[config.mk]
export PLATFORM = sky130hd
export DESIGN_NAME = sync_length_xor_deframer
export DESIGN_NICKNAME = d
export VERILOG_FILES = /design/src/rtl/sld_pkg.sv /design/src/rtl/sld_front.sv /design/src/rtl/sld_queue.sv /design/src/rtl/sld_back.sv /design/src/rtl/sync_length_xor_deframer.sv
export SDC_FILE = /design/constraint.sdc
export NUM_CORES = 1
export LEC_CHECK = 0
export ABC_AREA = 1
export ABC_CLOCK_PERIOD_IN_PS = 5900
export BUFFER_PORTS_ARGS = -buffer_cell sky130_fd_sc_hd__buf_2
export CAP_MARGIN = 40
export CORE_ASPECT_RATIO = 0.75
export CORE_MARGIN = 1.5
export CORE_UTILIZATION = 30
export DETAILED_ROUTE_END_ITERATION = 12
export PLACE_DENSITY = 0.46
export SYNTH_ARGS = -nofsm -noshare
export SYNTH_HDL_FRONTEND = slang
export SYNTH_SLANG_ARGS = --single-unit
[constraint.sdc]
create_clock -name i_clk -period 5.9 [get_ports i_clk]
set_input_delay 0.295 -clock i_clk [delete_from_list [all_inputs] [get_ports i_clk]]
set_output_delay 0.295 -clock i_clk [all_outputs]
set_load 0.01 [all_outputs]
[src/rtl/sld_pkg.sv]
// Shared types, codes and constants of the sync/length/xor deframer.
package sld_pkg;

    localparam logic [7:0] SYNC_BYTE        = 8'h7E;
    localparam logic [7:0] MAX_PAYLOAD_RST  = 8'd200;
    localparam logic [8:0] HEADER_LAST_OFS  = 9'd3;
    localparam logic [8:0] TRAILER_OVERHEAD = 9'd4;

    localparam logic [7:0] ID_ACK = 8'h02;
    localparam logic [7:0] ID_NAK = 8'h03;
    localparam logic [7:0] ID_ID  = 8'h04;
    localparam logic [7:0] ID_HK  = 8'h20;
    localparam logic [7:0] ID_SDP = 8'h30;
    localparam logic [7:0] ID_CAL = 8'h33;

    // Configuration register indexes
    localparam logic CFG_ENABLE      = 1'b0;
    localparam logic CFG_MAX_PAYLOAD = 1'b1;

    typedef enum logic [1:0] {
        PH_HUNT    = 2'd0,
        PH_HEADER  = 2'd1,
        PH_PAYLOAD = 2'd2
    } t_sld_phase;

    typedef enum logic [2:0] {
        EV_NONE     = 3'd0,
        EV_GOOD     = 3'd1,
        EV_SYNC_ERR = 3'd2,
        EV_SIZE_ERR = 3'd3,
        EV_XOR_ERR  = 3'd4
    } t_sld_event;

    typedef enum logic [2:0] {
        CL_ACK   = 3'd0,
        CL_NAK   = 3'd1,
        CL_ID    = 3'd2,
        CL_HK    = 3'd3,
        CL_SDP   = 3'd4,
        CL_CAL   = 3'd5,
        CL_OTHER = 3'd6
    } t_sld_class;

    // One classified byte, as handed from front to back.
    typedef struct packed {
        logic [7:0] data_byte;
        logic       in_frame;
        logic [8:0] byte_offset;
        t_sld_event event_res;
        logic [7:0] packet_id;
        logic [8:0] packet_length;
    } t_sld_rec;

    function automatic t_sld_class class_of(input logic [7:0] id);
        t_sld_class c;
        case (id)
            ID_ACK:  c = CL_ACK;
            ID_NAK:  c = CL_NAK;
            ID_ID:   c = CL_ID;
            ID_HK:   c = CL_HK;
            ID_SDP:  c = CL_SDP;
            ID_CAL:  c = CL_CAL;
            default: c = CL_OTHER;
        endcase
        return c;
    endfunction

endpackage

[src/rtl/sld_front.sv]
// Front end: frame state machine that classifies each accepted byte.
module sld_front (
    input  logic                i_clk,
    input  logic                i_rst_n,
    input  logic                i_accept,
    input  logic [7:0]          i_rx_byte,
    input  logic [7:0]          i_max_payload,
    output sld_pkg::t_sld_rec   o_rec
);

    sld_pkg::t_sld_phase r_phase, n_phase;
    logic [8:0]          r_offset, n_offset;
    logic [7:0]          r_len, n_len;
    logic [7:0]          r_id, n_id;
    logic [7:0]          r_xor, n_xor;

    logic [7:0] id_cur;
    logic [7:0] len_cur;
    logic [8:0] last_ofs;

    // id and length bytes are visible on the byte that carries them
    assign id_cur   = (r_offset == 9'd1) ? i_rx_byte : r_id;
    assign len_cur  = (r_offset == 9'd2) ? i_rx_byte : r_len;
    assign last_ofs = {1'b0, r_len} + sld_pkg::TRAILER_OVERHEAD;

    always_comb begin
        n_phase  = r_phase;
        n_offset = r_offset;
        n_len    = r_len;
        n_id     = r_id;
        n_xor    = r_xor;

        o_rec.data_byte     = i_rx_byte;
        o_rec.in_frame      = 1'b0;
        o_rec.byte_offset   = '0;
        o_rec.event_res     = sld_pkg::EV_NONE;
        o_rec.packet_id     = '0;
        o_rec.packet_length = '0;

        case (r_phase)
            sld_pkg::PH_HEADER: begin
                o_rec.in_frame    = 1'b1;
                o_rec.byte_offset = r_offset;
                o_rec.packet_id   = id_cur;
                n_xor    = r_xor ^ i_rx_byte;
                n_id     = id_cur;
                n_len    = len_cur;
                n_offset = r_offset + 9'd1;
                if (r_offset >= sld_pkg::HEADER_LAST_OFS) begin
                    if (len_cur > i_max_payload) begin
                        o_rec.event_res = sld_pkg::EV_SIZE_ERR;
                        n_phase  = sld_pkg::PH_HUNT;
                        n_offset = '0;
                    end else begin
                        n_phase = sld_pkg::PH_PAYLOAD;
                    end
                end
            end
            sld_pkg::PH_PAYLOAD: begin
                o_rec.in_frame    = 1'b1;
                o_rec.byte_offset = r_offset;
                o_rec.packet_id   = r_id;
                if (r_offset >= last_ofs) begin
                    if (r_xor == i_rx_byte) begin
                        o_rec.event_res     = sld_pkg::EV_GOOD;
                        o_rec.packet_length = last_ofs + 9'd1;
                    end else begin
                        o_rec.event_res = sld_pkg::EV_XOR_ERR;
                    end
                    n_phase  = sld_pkg::PH_HUNT;
                    n_offset = '0;
                end else begin
                    n_xor    = r_xor ^ i_rx_byte;
                    n_offset = r_offset + 9'd1;
                end
            end
            default: begin
                n_phase  = sld_pkg::PH_HUNT;
                n_offset = '0;
                if (i_rx_byte == sld_pkg::SYNC_BYTE) begin
                    o_rec.in_frame = 1'b1;
                    n_phase  = sld_pkg::PH_HEADER;
                    n_offset = 9'd1;
                    n_xor    = '0;
                    n_id     = '0;
                    n_len    = '0;
                end else if (i_rx_byte != 8'd0) begin
                    o_rec.event_res = sld_pkg::EV_SYNC_ERR;
                end
            end
        endcase
    end

    always_ff @(posedge i_clk) begin
        if (!i_rst_n) begin
            r_phase  <= sld_pkg::PH_HUNT;
            r_offset <= '0;
            r_len    <= '0;
            r_id     <= '0;
            r_xor    <= '0;
        end else if (i_accept) begin
            r_phase  <= n_phase;
            r_offset <= n_offset;
            r_len    <= n_len;
            r_id     <= n_id;
            r_xor    <= n_xor;
        end
    end

    a_hunt_ofs: assert property (@(posedge i_clk) disable iff (!i_rst_n)
        r_phase == sld_pkg::PH_HUNT |-> r_offset == 9'd0)
        else $error("offset not cleared while hunting");

    a_header_ofs: assert property (@(posedge i_clk) disable iff (!i_rst_n)
        r_phase == sld_pkg::PH_HEADER |-> (r_offset >= 9'd1 && r_offset <= 9'd3))
        else $error("header offset out of range");

    a_payload_ofs: assert property (@(posedge i_clk) disable iff (!i_rst_n)
        r_phase == sld_pkg::PH_PAYLOAD |-> (r_offset >= 9'd4 && r_offset <= last_ofs))
        else $error("payload offset past trailer");

endmodule

[src/rtl/sld_queue.sv]
// Small register queue between the classifying front and the reporting back.
module sld_queue #(
    parameter int DEPTH = 2
) (
    input  logic              i_clk,
    input  logic              i_rst_n,
    input  logic              i_push,
    input  sld_pkg::t_sld_rec i_rec,
    output logic              o_full,
    input  logic              i_pop,
    output logic              o_valid,
    output sld_pkg::t_sld_rec o_rec
);

    localparam int PTR_W = (DEPTH > 1) ? $clog2(DEPTH) : 1;
    localparam int CNT_W = $clog2(DEPTH + 1);

    sld_pkg::t_sld_rec r_mem [DEPTH];
    logic [PTR_W-1:0]  r_wr_ptr, r_rd_ptr;
    logic [CNT_W-1:0]  r_count;

    assign o_full  = (r_count == CNT_W'(DEPTH));
    assign o_valid = (r_count != '0);
    assign o_rec   = r_mem[r_rd_ptr];

    always_ff @(posedge i_clk) begin
        if (i_push) begin
            r_mem[r_wr_ptr] <= i_rec;
        end
    end

    always_ff @(posedge i_clk) begin
        if (!i_rst_n) begin
            r_wr_ptr <= '0;
            r_rd_ptr <= '0;
            r_count  <= '0;
        end else begin
            if (i_push) begin
                r_wr_ptr <= (r_wr_ptr == PTR_W'(DEPTH - 1)) ? '0 : r_wr_ptr + 1'b1;
            end
            if (i_pop) begin
                r_rd_ptr <= (r_rd_ptr == PTR_W'(DEPTH - 1)) ? '0 : r_rd_ptr + 1'b1;
            end
            case ({i_push, i_pop})
                2'b10:   r_count <= r_count + 1'b1;
                2'b01:   r_count <= r_count - 1'b1;
                default: r_count <= r_count;
            endcase
        end
    end

    a_no_overflow: assert property (@(posedge i_clk) disable iff (!i_rst_n)
        i_push |-> !o_full)
        else $error("push into full queue");

    a_no_underflow: assert property (@(posedge i_clk) disable iff (!i_rst_n)
        i_pop |-> o_valid)
        else $error("pop from empty queue");

endmodule

[src/rtl/sld_back.sv]
// Back end: statistics counters, id class lookup and the output register.
module sld_back (
    input  logic              i_clk,
    input  logic              i_rst_n,
    input  logic              i_q_valid,
    input  sld_pkg::t_sld_rec i_rec,
    output logic              o_pop,
    output logic              o_valid,
    input  logic              i_ready,
    output sld_pkg::t_sld_rec o_rec,
    output logic [2:0]        o_packet_class,
    output logic [15:0]       o_good_count,
    output logic [15:0]       o_sync_error_count,
    output logic [15:0]       o_size_error_count,
    output logic [15:0]       o_xor_error_count
);

    logic              r_valid;
    sld_pkg::t_sld_rec r_rec;
    sld_pkg::t_sld_class r_class;
    logic [15:0] r_good, n_good;
    logic [15:0] r_sync, n_sync;
    logic [15:0] r_size, n_size;
    logic [15:0] r_xerr, n_xerr;

    assign o_pop = i_q_valid && (!r_valid || i_ready);

    always_comb begin
        n_good = r_good;
        n_sync = r_sync;
        n_size = r_size;
        n_xerr = r_xerr;
        case (i_rec.event_res)
            sld_pkg::EV_GOOD:     n_good = r_good + 16'd1;
            sld_pkg::EV_SYNC_ERR: n_sync = r_sync + 16'd1;
            sld_pkg::EV_SIZE_ERR: n_size = r_size + 16'd1;
            sld_pkg::EV_XOR_ERR:  n_xerr = r_xerr + 16'd1;
            default: ;
        endcase
    end

    always_ff @(posedge i_clk) begin
        if (!i_rst_n) begin
            r_valid <= 1'b0;
            r_good  <= '0;
            r_sync  <= '0;
            r_size  <= '0;
            r_xerr  <= '0;
        end else if (o_pop) begin
            r_valid <= 1'b1;
            r_good  <= n_good;
            r_sync  <= n_sync;
            r_size  <= n_size;
            r_xerr  <= n_xerr;
        end else if (i_ready) begin
            r_valid <= 1'b0;
        end
    end

    always_ff @(posedge i_clk) begin
        if (o_pop) begin
            r_rec   <= i_rec;
            r_class <= sld_pkg::class_of(i_rec.packet_id);
        end
    end

    assign o_valid            = r_valid;
    assign o_rec              = r_rec;
    assign o_packet_class     = r_class;
    assign o_good_count       = r_good;
    assign o_sync_error_count = r_sync;
    assign o_size_error_count = r_size;
    assign o_xor_error_count  = r_xerr;

    a_stall_holds_counts: assert property (@(posedge i_clk) disable iff (!i_rst_n)
        r_valid && !i_ready |=> $stable(r_good) && $stable(r_sync)
                               && $stable(r_size) && $stable(r_xerr))
        else $error("counters moved while result stalled");

    a_one_count_step: assert property (@(posedge i_clk) disable iff (!i_rst_n)
        o_pop |-> $countones({n_good != r_good, n_sync != r_sync,
                              n_size != r_size, n_xerr != r_xerr}) <= 1)
        else $error("more than one counter bumped by one byte");

endmodule

[src/rtl/sync_length_xor_deframer.sv]
// Top level of the sync/length/xor byte deframer.
//
// Byte-serial deframer for frames of the form 0x7E, id, length, hdr3,
// payload[length], xor. One received byte is taken per transfer on the rx
// channel and exactly one result transfer leaves on the res channel for it:
// the byte echoed, whether it belongs to a frame, its frame offset (sync at
// 0), an event (good, sync error, size error, xor error), the frame id and
// its class, the total frame length on a good packet, and four wrapping
// 16-bit statistics counters as they stand after that byte. While hunting,
// zero bytes pass with no event and any other non-sync byte counts a sync
// error. A length byte above max_payload ends the frame on the byte at
// offset 3 with a size error. Rate: one byte per clock sustained while
// enabled and i_res_ready is high; the front state machine updates phase,
// offset and running xor once per accepted byte. The transfer writes the
// byte's result into the queue, from which it is loaded into the output
// register and offered on the res channel. A two-entry queue sits between
// the front and the output stage, so input keeps flowing while a result
// waits for i_res_ready, until the queue fills. Configuration:
// index 0 is enable (bit 0, reset 1; when 0 o_rx_ready is low and bytes stay
// upstream), index 1 is max_payload (reset 200). Write configuration only
// while the block is idle.
module sync_length_xor_deframer #(
    parameter int QUEUE_DEPTH = 2
) (
    input  logic        i_clk,
    input  logic        i_rst_n,
    // configuration write port
    input  logic        i_cfg_we,
    input  logic        i_cfg_idx,
    input  logic [7:0]  i_cfg_data,
    // received bytes
    input  logic        i_rx_valid,
    output logic        o_rx_ready,
    input  logic [7:0]  i_rx_byte,
    // results
    output logic        o_res_valid,
    input  logic        i_res_ready,
    output logic [7:0]  o_data_byte,
    output logic        o_in_frame,
    output logic [8:0]  o_byte_offset,
    output logic [2:0]  o_event_res,
    output logic [7:0]  o_packet_id,
    output logic [8:0]  o_packet_length,
    output logic [2:0]  o_packet_class,
    output logic [15:0] o_good_count,
    output logic [15:0] o_sync_error_count,
    output logic [15:0] o_size_error_count,
    output logic [15:0] o_xor_error_count
);

    logic       r_enable;
    logic [7:0] r_max_payload;

    logic              rx_xfer;
    logic              q_full;
    logic              q_valid;
    logic              q_pop;
    sld_pkg::t_sld_rec front_rec;
    sld_pkg::t_sld_rec q_rec;
    sld_pkg::t_sld_rec out_rec;

    // config registers
    always_ff @(posedge i_clk) begin
        if (!i_rst_n) begin
            r_enable      <= 1'b1;
            r_max_payload <= sld_pkg::MAX_PAYLOAD_RST;
        end else if (i_cfg_we) begin
            case (i_cfg_idx)
                sld_pkg::CFG_ENABLE:      r_enable      <= i_cfg_data[0];
                sld_pkg::CFG_MAX_PAYLOAD: r_max_payload <= i_cfg_data;
                default: ;
            endcase
        end
    end

    // accept whenever enabled and the queue has a free slot
    assign o_rx_ready = r_enable && !q_full;
    assign rx_xfer    = i_rx_valid && o_rx_ready;

    sld_front u_front (
        .i_clk         (i_clk),
        .i_rst_n       (i_rst_n),
        .i_accept      (rx_xfer),
        .i_rx_byte     (i_rx_byte),
        .i_max_payload (r_max_payload),
        .o_rec         (front_rec)
    );

    sld_queue #(
        .DEPTH (QUEUE_DEPTH)
    ) u_queue (
        .i_clk   (i_clk),
        .i_rst_n (i_rst_n),
        .i_push  (rx_xfer),
        .i_rec   (front_rec),
        .o_full  (q_full),
        .i_pop   (q_pop),
        .o_valid (q_valid),
        .o_rec   (q_rec)
    );

    sld_back u_back (
        .i_clk              (i_clk),
        .i_rst_n            (i_rst_n),
        .i_q_valid          (q_valid),
        .i_rec              (q_rec),
        .o_pop              (q_pop),
        .o_valid            (o_res_valid),
        .i_ready            (i_res_ready),
        .o_rec              (out_rec),
        .o_packet_class     (o_packet_class),
        .o_good_count       (o_good_count),
        .o_sync_error_count (o_sync_error_count),
        .o_size_error_count (o_size_error_count),
        .o_xor_error_count  (o_xor_error_count)
    );

    assign o_data_byte     = out_rec.data_byte;
    assign o_in_frame      = out_rec.in_frame;
    assign o_byte_offset   = out_rec.byte_offset;
    assign o_event_res     = out_rec.event_res;
    assign o_packet_id     = out_rec.packet_id;
    assign o_packet_length = out_rec.packet_length;

    // a disabled block takes no bytes
    a_disabled_no_xfer: assert property (@(posedge i_clk) disable iff (!i_rst_n)
        !r_enable |-> !rx_xfer)
        else $error("byte transferred while disabled");

    // length is reported only together with a good verdict
    a_len_only_on_good: assert property (@(posedge i_clk) disable iff (!i_rst_n)
        o_res_valid && o_packet_length != 9'd0 |-> o_event_res == sld_pkg::EV_GOOD)
        else $error("packet length without good verdict");

endmodule
Word level (Yosys, flattened, before mapping)
Memory sizes are Yosys's and may differ from the RTL's. A register that Yosys moved wholly into a read port is not among the register bits.
Cells that the tools add are included.
{"block": "word_totals", "ff_bits": 154, "latchBits": 0, "mem_bits_rw": 76, "rom_bits": 0, "in_bits": 22, "output_inout_bits": 107, "n_memories": 1}
{"block": "op_classes", "add_sub_neg": 11, "n_mul": 0, "div_mod_pow": 0, "n_lt_le_gt_ge": 3, "n_eq_ne": 22, "n_shift": 0, "muxes": 41, "n_bitwise": 3, "reduce_logical": 22}
{"name": "u_queue.r_mem", "depth": 2, "width": 38, "read_ports": 1, "rd_clocked_by_memory_dff": 1, "wr": 1, "line": "sld_queue.sv:18", "rtl": "sld_pkg::t_sld_rec r_mem [DEPTH];"}
{"cell": "16-bit by 1-bit adder with 16-bit output (second input constant)", "n": 4}
{"cell": "8-bit one-hot mux with 2 select lines", "n": 4}
{"cell": "9-bit 2-to-1 mux", "n": 7}
{"cell": "8-bit 2-to-1 mux", "n": 4}
{"cell": "8-bit by 6-bit equality test with 1-bit output (second input constant)", "n": 3}
{"cell": "9-bit by 1-bit adder with 9-bit output (second input constant)", "n": 2}
{"cell": "3-bit one-hot mux with 6 select lines", "n": 1}
{"cell": "9-bit one-hot mux with 2 select lines", "n": 1}
{"cell": "8-bit by 2-bit equality test with 1-bit output (second input constant)", "n": 2}
{"cell": "1-bit 2-to-1 mux", "n": 12}
{"cell": "3-bit 2-to-1 mux", "n": 4}
{"cell": "2-bit AND reduction", "n": 6}
{"cell": "2-bit 2-to-1 mux", "n": 5}
{"cell": "8-bit by 3-bit adder with 9-bit output (second input constant)", "n": 1}
{"cell": "9-bit by 1-bit equality test with 1-bit output (second input constant)", "n": 1}
{"cell": "9-bit by 2-bit equality test with 1-bit output (second input constant)", "n": 1}
{"cell": "9-bit by 2-bit greater-or-equal comparator with 1-bit output (second input constant)", "n": 1}
{"cell": "9-bit greater-or-equal comparator", "n": 1}
{"cell": "3-bit AND reduction", "n": 3}
{"cell": "8-bit by 3-bit equality test with 1-bit output (second input constant)", "n": 1}
{"cell": "8-bit by 7-bit equality test with 1-bit output (second input constant)", "n": 1}
{"cell": "8-bit equality test", "n": 1}
{"cell": "8-bit > comparator", "n": 1}
{"cell": "2-bit one-hot mux with 2 select lines", "n": 2}
{"cell": "other kinds (20)", "n": 33}

Logic depth before layout (Yosys ltp)
Gate-level depths: netlist of run 1.
{"block": "logic_depth", "word_depth": 6, "depth_mapped": 19, "ltp_nobuf": 19}

Cells and area by module
A second synthesis of run 1 with hierarchy kept.
{"block": "hier_totals", "hier_cells": 1272, "area_unflattened_um2": 11243.3}
{"module": "sld_back", "n_inst": 1, "cells_per_inst": 608, "area_each_um2": 4819.6}
{"module": "sld_queue", "n_inst": 1, "cells_per_inst": 153, "area_each_um2": 3050.4}
{"module": "sld_front", "n_inst": 1, "cells_per_inst": 457, "area_each_um2": 2990.4}
{"module": "sync_length_xor_deframer", "n_inst": 1, "cells_per_inst": 54, "area_each_um2": 382.9}

Least setup slack after synthesis of run 1
Ideal clock, no wire load.
{"block": "synth_path", "path_type": "reg-to-reg", "from": "register u_queue.r_count[0]", "to": "memory u_queue.r_mem[0][0] (netlist bit), enable pin", "t_arrival_ns": 2.615, "required_ns": 5.467, "setup_slack_ns": 2.851, "path_stages_with_launch": 6, "synth_period_minus_slack_ns": 3.049, "cell_sequence": "dfxtp_1 > inv_2 > a21oi_2 > nand2_2 > buf_1 > nor2_1"}
{"block": "synth_between", "elab_chain_len": 6}
{"item": "start, declared", "line": "sld_queue.sv:20", "rtl": "logic [CNT_W-1:0] r_count;"}
{"item": "start signal, assigned", "line": "sld_queue.sv:45", "rtl": "2'b10: r_count <= r_count + 1'b1;"}
{"item": "start signal, assigned", "line": "sld_queue.sv:46", "rtl": "2'b01: r_count <= r_count - 1'b1;"}
{"item": "start signal, assigned", "line": "sld_queue.sv:47", "rtl": "default: r_count <= r_count;"}
{"item": "2-bit equality test", "line": "sld_queue.sv:22", "rtl": "assign o_full = (r_count == CNT_W'(DEPTH));"}
{"item": "1-bit logical NOT", "line": "sync_length_xor_deframer.sv:77", "rtl": "assign o_rx_ready = r_enable && !q_full;"}
{"item": "1-bit logical AND", "line": "sync_length_xor_deframer.sv:77"}
{"item": "via o_rx_ready", "line": "sync_length_xor_deframer.sv:33", "rtl": "output logic o_rx_ready,"}
{"item": "1-bit logical AND", "line": "sync_length_xor_deframer.sv:78", "rtl": "assign rx_xfer = i_rx_valid && o_rx_ready;"}
{"item": "1-bit 2-to-1 mux", "line": "sld_queue.sv:27", "rtl": "if (i_push) begin"}
{"item": "1-bit 2-to-1 mux (implied by the code)", "line": "sld_queue.sv:28", "rtl": "r_mem[r_wr_ptr] <= i_rec;"}
{"item": "end, declared", "line": "sld_queue.sv:18"}
The timed path passes the listed nets, and every way through them passes these cells.

Worst setup path in the final report of run 1
{"block": "layout_path", "from": "register u_front.r_offset[3]", "to": "register u_front.r_offset[1]"}
{"block": "layout_between", "elab_chain_len": 6, "elab_cells_between_ends": 9, "classes_between": "order compare: 3; eq/ne: 1; mux: 5"}
{"item": "start, declared", "line": "sld_front.sv:12", "rtl": "logic [8:0] r_offset, n_offset;"}
{"item": "start signal, assigned", "line": "sld_front.sv:103", "rtl": "r_offset <= n_offset;"}
{"item": "9-bit by 2-bit equality test with 1-bit output", "line": "sld_front.sv:23", "rtl": "assign len_cur = (r_offset == 9'd2) ? i_rx_byte : r_len;"}
{"item": "8-bit 2-to-1 mux", "line": "sld_front.sv:23"}
{"item": "8-bit > comparator", "line": "sld_front.sv:50", "rtl": "if (len_cur > i_max_payload) begin"}
{"item": "9-bit 2-to-1 mux", "line": "sld_front.sv:50"}
{"item": "9-bit 2-to-1 mux", "line": "sld_front.sv:49", "rtl": "if (r_offset >= sld_pkg::HEADER_LAST_OFS) begin"}
{"item": "9-bit one-hot mux with 2 select lines *", "line": "sld_front.sv:40", "rtl": "case (r_phase)"}
Every way passes the cells marked *; elsewhere a longest branch is shown, timed or not.
A chain may end at the register's enable or synchronous reset.

==> results of run 1 <==
==> through the flow <==
stage | total power, mW | cell area [µm²] | worst slack, ps | hold slack (ps)
after floorplan | 2.81 | 10800 | 2850 | 394
after global placement | 3.21 | 12000 | 2890 | 442
after detailed placement | 3.23 | 12000 | 2860 | 448
after CTS | 4.98 | 12900 | 2830 | 16.2
after global routing | 5.17 | 12900 | 2360 | 43.6
final | 4.91 | 12900 | 2800 | 30.5
==> layout make-up <==
cell class | count | share of cell area
flip-flops and latches | 231 | 0.448
multi-input cells | 848 | 0.336
repair buffers | 140 | 0.0576
clock buffers | 29 | 0.0519
well taps | 465 | 0.0450
inverters | 147 | 0.0430
clock inverters | 19 | 0.0184
==> synth_stat cells, drive strengths merged (10+ instances only) <==
master,instances,area share
edfxtp,117,0.32
nand3b,10,0.0069
nor3,37,0.022
xnor2,13,0.010
clkbuf,19,0.0066
a21oi,109,0.051
nand3,48,0.023
buf,15,0.0081
nand4,24,0.014
xor2,22,0.018
dfxtp,114,0.21
inv,147,0.051
nor2,110,0.041
nand2,322,0.11
ha,30,0.035
o21ai,84,0.040
==> per-layer routing <==
layer / GRT usage / vias to the layer above / wire length, µm
met4: 0.0305 / 0 / 459
met5: 0 / - / 0
met1: 0.229 / 3982 / 15100
met2: 0.221 / 137 / 11600
met3: 0.0246 / 30 / 1060
li1: - / 4454 / -
==> sequential cells by signal, indices dropped and copies added, names as in the netlist, named ones only <==
name                       cells
u_back.o_good_count           16
u_queue.r_wr_ptr               1
u_front.r_xor                  8
r_max_payload                  8
u_back.o_size_error_count     16
u_back.o_xor_error_count      16
u_back.o_sync_error_count     16
u_front.r_id                   8
u_queue.r_rd_ptr               1
u_front.r_len                  8
u_queue.r_mem                 76
u_front.r_offset               9
u_back.o_valid                 1
u_back.o_packet_class          3
r_enable                       1
u_back.o_rec                  38
u_front.r_phase                2
u_queue.r_count                2
==> power by group through the flow <==
stage / logic [mW] / registers (mW) / clock network [mW]
floorplan: 0.587 / 2.22 / 0
global placement: 1.07 / 2.15 / 0
detailed placement: 1.09 / 2.15 / 0
CTS: 1.09 / 2.11 / 1.78
global route: 1.20 / 2.14 / 1.84
finish: 1.07 / 2.11 / 1.73
==> worst min-delay path by stage <==
| stage | to | slack [ps] | depth (start not counted) |
|---|---|---|---|
| 3_5_place_dp | flop | 450 | 1 |
| 2_1_floorplan | u_queue.r_mem[0][30] | 390 | 0 |
| 5_1_grt | r_enable | 40 | 3 |
| 6_report | r_enable | 30 | 3 |
| 3_3_place_gp | u_queue.r_rd_ptr | 440 | 1 |
| 4_1_cts | r_enable | 20 | 3 |
==> placed cells by master (no fill, tap or decap), types with 4 or more instances in the layout <==
cell / instances
nor2_1: 102
clkbuf_16: 26
nand3b_1: 10
bufinv_16: 5
nor3_1: 26
a21oi_1: 108
or2_1: 5
nand2_2: 7
xnor2_1: 13
nor3b_1: 6
inv_2: 9
nand4_1: 24
nand3_1: 47
edfxtp_1: 117
a31oi_1: 4
o21ai_0: 68
o21ai_1: 13
buf_2: 128
dfxtp_1: 114
clkinv_2: 6
buf_4: 8
nor2_4: 5
nand2_1: 313
nor4_1: 4
nor3_2: 11
inv_1: 136
o211ai_1: 5
xor2_1: 22
clkinvlp_4: 4
ha_1: 30
==> cell families (layout without fill, tap and decap cells) <==
family          count (synthesis)  after routing  synth area share
xor+xnor                       35             35            0.0283
buf+inv                       181            335            0.0660
fa+ha+maj                      30             30            0.0346
simple gates                  575            575             0.235
compound gates                208            208             0.101
flops                         231            231             0.534
==> worst max-delay path, stage by stage, from the launching register on <==
cell     delay (ps)
dfxtp_1         380
inv_1           160
nand2_1         110
inv_1            80
nand4_1         510
o21ai_0         590
ha_1            230
inv_1            40
nand2_1          50
nand2_1          50
nand2_1          50
nand2_1          40
nand2_1          50
nand2_1          70
nand3_1          90
nand2_1          60
nand2_1         240
nand2_1          90
a21oi_1         140
==> results.toml, run 1 <==
[pwr]
combinationalPowerShare = 0.218
power_frac_seq = 0.430
power_density_nw_per_um2 = 379
p_sw_frac = 0.316
clkPwrFrac = 0.352
p_sw_mw = 1.55
p_leak_nw = 5.29
ir_worst_vdd_v = 0.000193
internal_power_mw = 3.36

[cts]
insertion_delay_ps = 540
clk_pin_slew_ps = 60
clk_path_buf_depth = 3
post_cts_buffers = 0
cts_buffers = 26
root_buffer = "clkbuf_16"
cts_tree = "done"
cts.hold.buffers_added = 3
cts.sinks = 231
htree_levels = 1
cts_resized = 0

[synth]
synthFlopType = "edfxtp_1"
synth-seq-cells = 231
yosysWarnings = 0
async_flop_share = 0
synth_area_um2 = 10800
avgSynthCellArea_um2 = 8.61
synth_cell_types = 46
syn_inst = 1260
syn_nets = 1312
yosysSeqAreaShare = 0.534
synth_edf_count = 117

[cells_and_area]
drive_gt1_frac = 0.160
syn_to_final_growth_pct = 19.3
multi_input_area_um2 = 4350
nets = 1446
final_core_util = 0.362
fill_cells = 3713
fin_cells = 1879
num_antenna_cells = 0
seqCellArea_um2 = 5800

[routing]
via_per_inst = 4.58
firstDrtPassIters = 5
ant_nets = 0
first_iter_violations = 546
detail_route.wl_per_cell_um = 15.0
drcViolationCount = 0
drt-total-wl_um = 28200
vias = 8603

[timing]
period_share = 0.525
hold_violations = 0
layout_min_cycle_time_ps = 3100
rsz0062_at_grt = "no"
final.setup.tns_ps = 0
report.final.setup_viol = 0
fmax_mhz = 323
worst_pin_slew_ps = 776
maxSlewViolCount = 0
max-slew-margin-rel = 0.479
skew_ps = 10.7

[grt]
gr-total-overflow = 0
grt_max_degree = 61
antenna_found_initial = 0
grt_pass1_vias = 8165
grt_pass1_wl_um = 45000
grt.total_usage = 0.150

[run]
drv_cap = 0

[placed_design]
port_buffers = 128
gp_congestion = 0.841
hpwl_um = 19400
dp_cells = 1828

[critical_path]
crit_start = "u_front.r_offset[3]"
crit-reg2reg-capture = "u_front.r_offset[1]"
critPathCapture = "u_front.r_offset[1]"
cp_max_fo = 16
reg2reg_slack_ps = 2800
crit_type = "flop to flop"
reg2reg_from = "u_front.r_offset[3]"
cp.arrival_ps = 3560
crit_required_ps = 6370
start_kind = "flop"
end_kind = "flop"
ff2ff_path_depth = 18

[worst_hold_path]
hp-class = "primary input to flop"
hold_start = "i_cfg_data[0]"

[floorplanning]
io_pins = 129
die_area_um2 = 37300
fp.coreArea_um2 = 35700
chipWidth_um = 223
initial_core_util = 0.303
row_count = 60
die_y_um = 168

[outcome]
status = "finished, final reports clean"
No activity file was read; power rests on OpenSTA's default activity.
==> inputs of run 2 (changes only) <==
--- a/config.mk
+++ b/config.mk
@@ -6,14 +6,14 @@
 export NUM_CORES = 1
 export LEC_CHECK = 0
 export ABC_AREA = 1
-export ABC_CLOCK_PERIOD_IN_PS = 5900
+export ABC_CLOCK_PERIOD_IN_PS = 2520
 export BUFFER_PORTS_ARGS = -buffer_cell sky130_fd_sc_hd__buf_2
 export CAP_MARGIN = 40
 export CORE_ASPECT_RATIO = 0.75
 export CORE_MARGIN = 1.5
 export CORE_UTILIZATION = 30
 export DETAILED_ROUTE_END_ITERATION = 12
-export PLACE_DENSITY = 0.46
+export PLACE_DENSITY = 0.47
 export SYNTH_ARGS = -nofsm -noshare
 export SYNTH_HDL_FRONTEND = slang
 export SYNTH_SLANG_ARGS = --single-unit
==> constraint.sdc (replaced) <==
create_clock -name i_clk -period 2.52 [get_ports i_clk]
set_input_delay 0.126 -clock i_clk [delete_from_list [all_inputs] [get_ports i_clk]]
set_output_delay 0.126 -clock i_clk [all_outputs]
set_load 0.01 [all_outputs]
==> results.toml, run 2 (synthesized netlist as in run 1, its figures left out) <==
[outcome]
status = "finished, final reports clean"

[worst_hold_path]
hold_start = "i_rst_n"
hp-class = "primary input to flop"

[cells_and_area]
mostFrequentLayoutCells = "nand2_1, buf_2, inv_1"
final_core_util = 0.386
largest_register_ff_count = 76
num_antenna_cells = 0
drive_gt1_frac = 0.229
nets = 1514
final_common_cell = "nand2_1"
regMostFlops = "u_queue.r_mem"
syn_to_final_growth_pct = 27.2

[grt]
grt.total_usage = 0.152
grt_pass1_wl_um = 45300
grt_max_degree = 60
gr-total-overflow = 0
grt_pass1_vias = 8402
antenna_found_initial = 0

[routing]
ant_nets = 0
first_iter_violations = 429
drt-total-wl_um = 28800
via_per_inst = 4.64
drcViolationCount = 0
vias = 9038
detail_route.wl_per_cell_um = 14.8
firstDrtPassIters = 5

[timing]
final.setup.tns_ps = 0
maxSlewViolCount = 0
period_share = 0.952
hold_violations = 0
report.final.setup_viol = 0
worst_pin_slew_ps = 710
fmax_mhz = 417
skew_ps = 26.4
finalWorstSetupSlack_ps = 120
layout_min_cycle_time_ps = 2400
whs_ps = 104
max-slew-margin-rel = 0.523

[placed_design]
gp_congestion = 0.826
port_buffers = 128
pre_cts_slack_ps = -174
hpwl_um = 19900

[critical_path]
reg2reg_from = "u_front.r_offset[4]"
crit_required_ps = 2830
start_kind = "flop"
reg2reg_slack_ps = 120
crit_start = "u_front.r_offset[4]"
end_kind = "flop"
cp_max_fo = 8
cp.arrival_ps = 2710
crit_type = "flop to flop"

[pwr]
ir_worst_vdd_v = 0.000469
p_leak_nw = 5.60
power_density_nw_per_um2 = 822

[run]
drv_cap = 0

[cts]
cts_buffers = 27
insertion_delay_ps = 560
cts.sinks = 231
clk_pin_slew_ps = 60
clk_path_buf_depth = 3
cts_tree = "done"
htree_levels = 1
root_buffer = "clkbuf_16"

[floorplanning]
row_count = 60
io_pins = 129
die_area_um2 = 37300
initial_core_util = 0.303
fp.coreArea_um2 = 35700
chipWidth_um = 223
die_y_um = 168
==> run 2: changes by cell type in the layout (fill, tap and decap cells not counted), moves of 6 or more <==
cell           previous run  this run
buf_4                     8        51
dlygate4sd3_1             3        20
nand2_1                 313       301
inv_1                   136       125
inv_2                     9        20
o21ai_0                  68        57
ha_1                     30        20
ha_4                      0        10
a21oi_1                 108        99
a21oi_2                   1        10
nand2_2                   7        15
buf_6                     0         6
o21ai_2                   2         8
==> run 2: routing by layer <==
layer / vias up / routed length [µm] / global-route usage
met2: 192 / 12300 / 0.231
li1: 4593 / - / -
met1: 4220 / 14900 / 0.224
met4: 0 / 514 / 0.0331
met3: 33 / 1190 / 0.0253
met5: - / 0 / 0
==> run 2: power breakdown <==
part	internal (mW)	leakage, nW	switching [mW]	total (mW)
logic	0.779	3.14	1.80	2.58
clock network	2.18	0.414	1.64	3.82
registers	4.72	2.04	0.229	4.95
==> run 2: final cells by class <==
type	count	area, µm²
Inverter	147	557
Tap cell	465	582
Clock inverter	21	176
Clock buffer	29	683
Sequential cell	231	5810
Multi-Input combinational cell	848	4660
Timing Repair Buffer	207	1330
Fill cell	3624	21900
==> run 2: worst max-delay path, stage by stage (launching register included) <==
cell     delay (ps)
dfxtp_1         320
inv_2            60
nand2_2          50
nor2_2          110
nand4_1         200
buf_6           210
o21ai_2         130
inv_2            70
ha_1            280
nand2_2          70
nor2_4          110
nand4_1         150
nand3_2         120
nor2_1           50
nand2_1         140
o21ai_2          80
==> run 2: path summary, 6_finish.rpt <==
check                                       to  cells after the start
setup reg to reg          u_queue.r_mem[1][18]                     15
setup / recovery          u_queue.r_mem[1][18]                     15
hold / removal    u_back.o_sync_error_count[0]                      3
hold reg to reg               u_queue.r_rd_ptr                      1
==> run 2: stage by stage <==
stage	instance area, µm²	cells	power [mW]
CTS	13400	1938	11.5
global placement	12300	1868	7.58
finish	13800	1948	11.3
detailed placement	12300	1868	7.61
global route	13800	1948	12.0
floorplan	10800	1260	6.57
==> run 2: timing repair <==
| item | in CTS | in global routing |
|---|---|---|
| setup endpoints to repair | 20 | 43 |
| hold buffers | 20 | 0 |
| endpoints found under the hold margin | 28 | 0 |
| setup buffers | 0 | 8 |
| pin swaps | 0 | 29 |
| resized for setup | 7 | 91 |
| cloned | 0 | 2 |
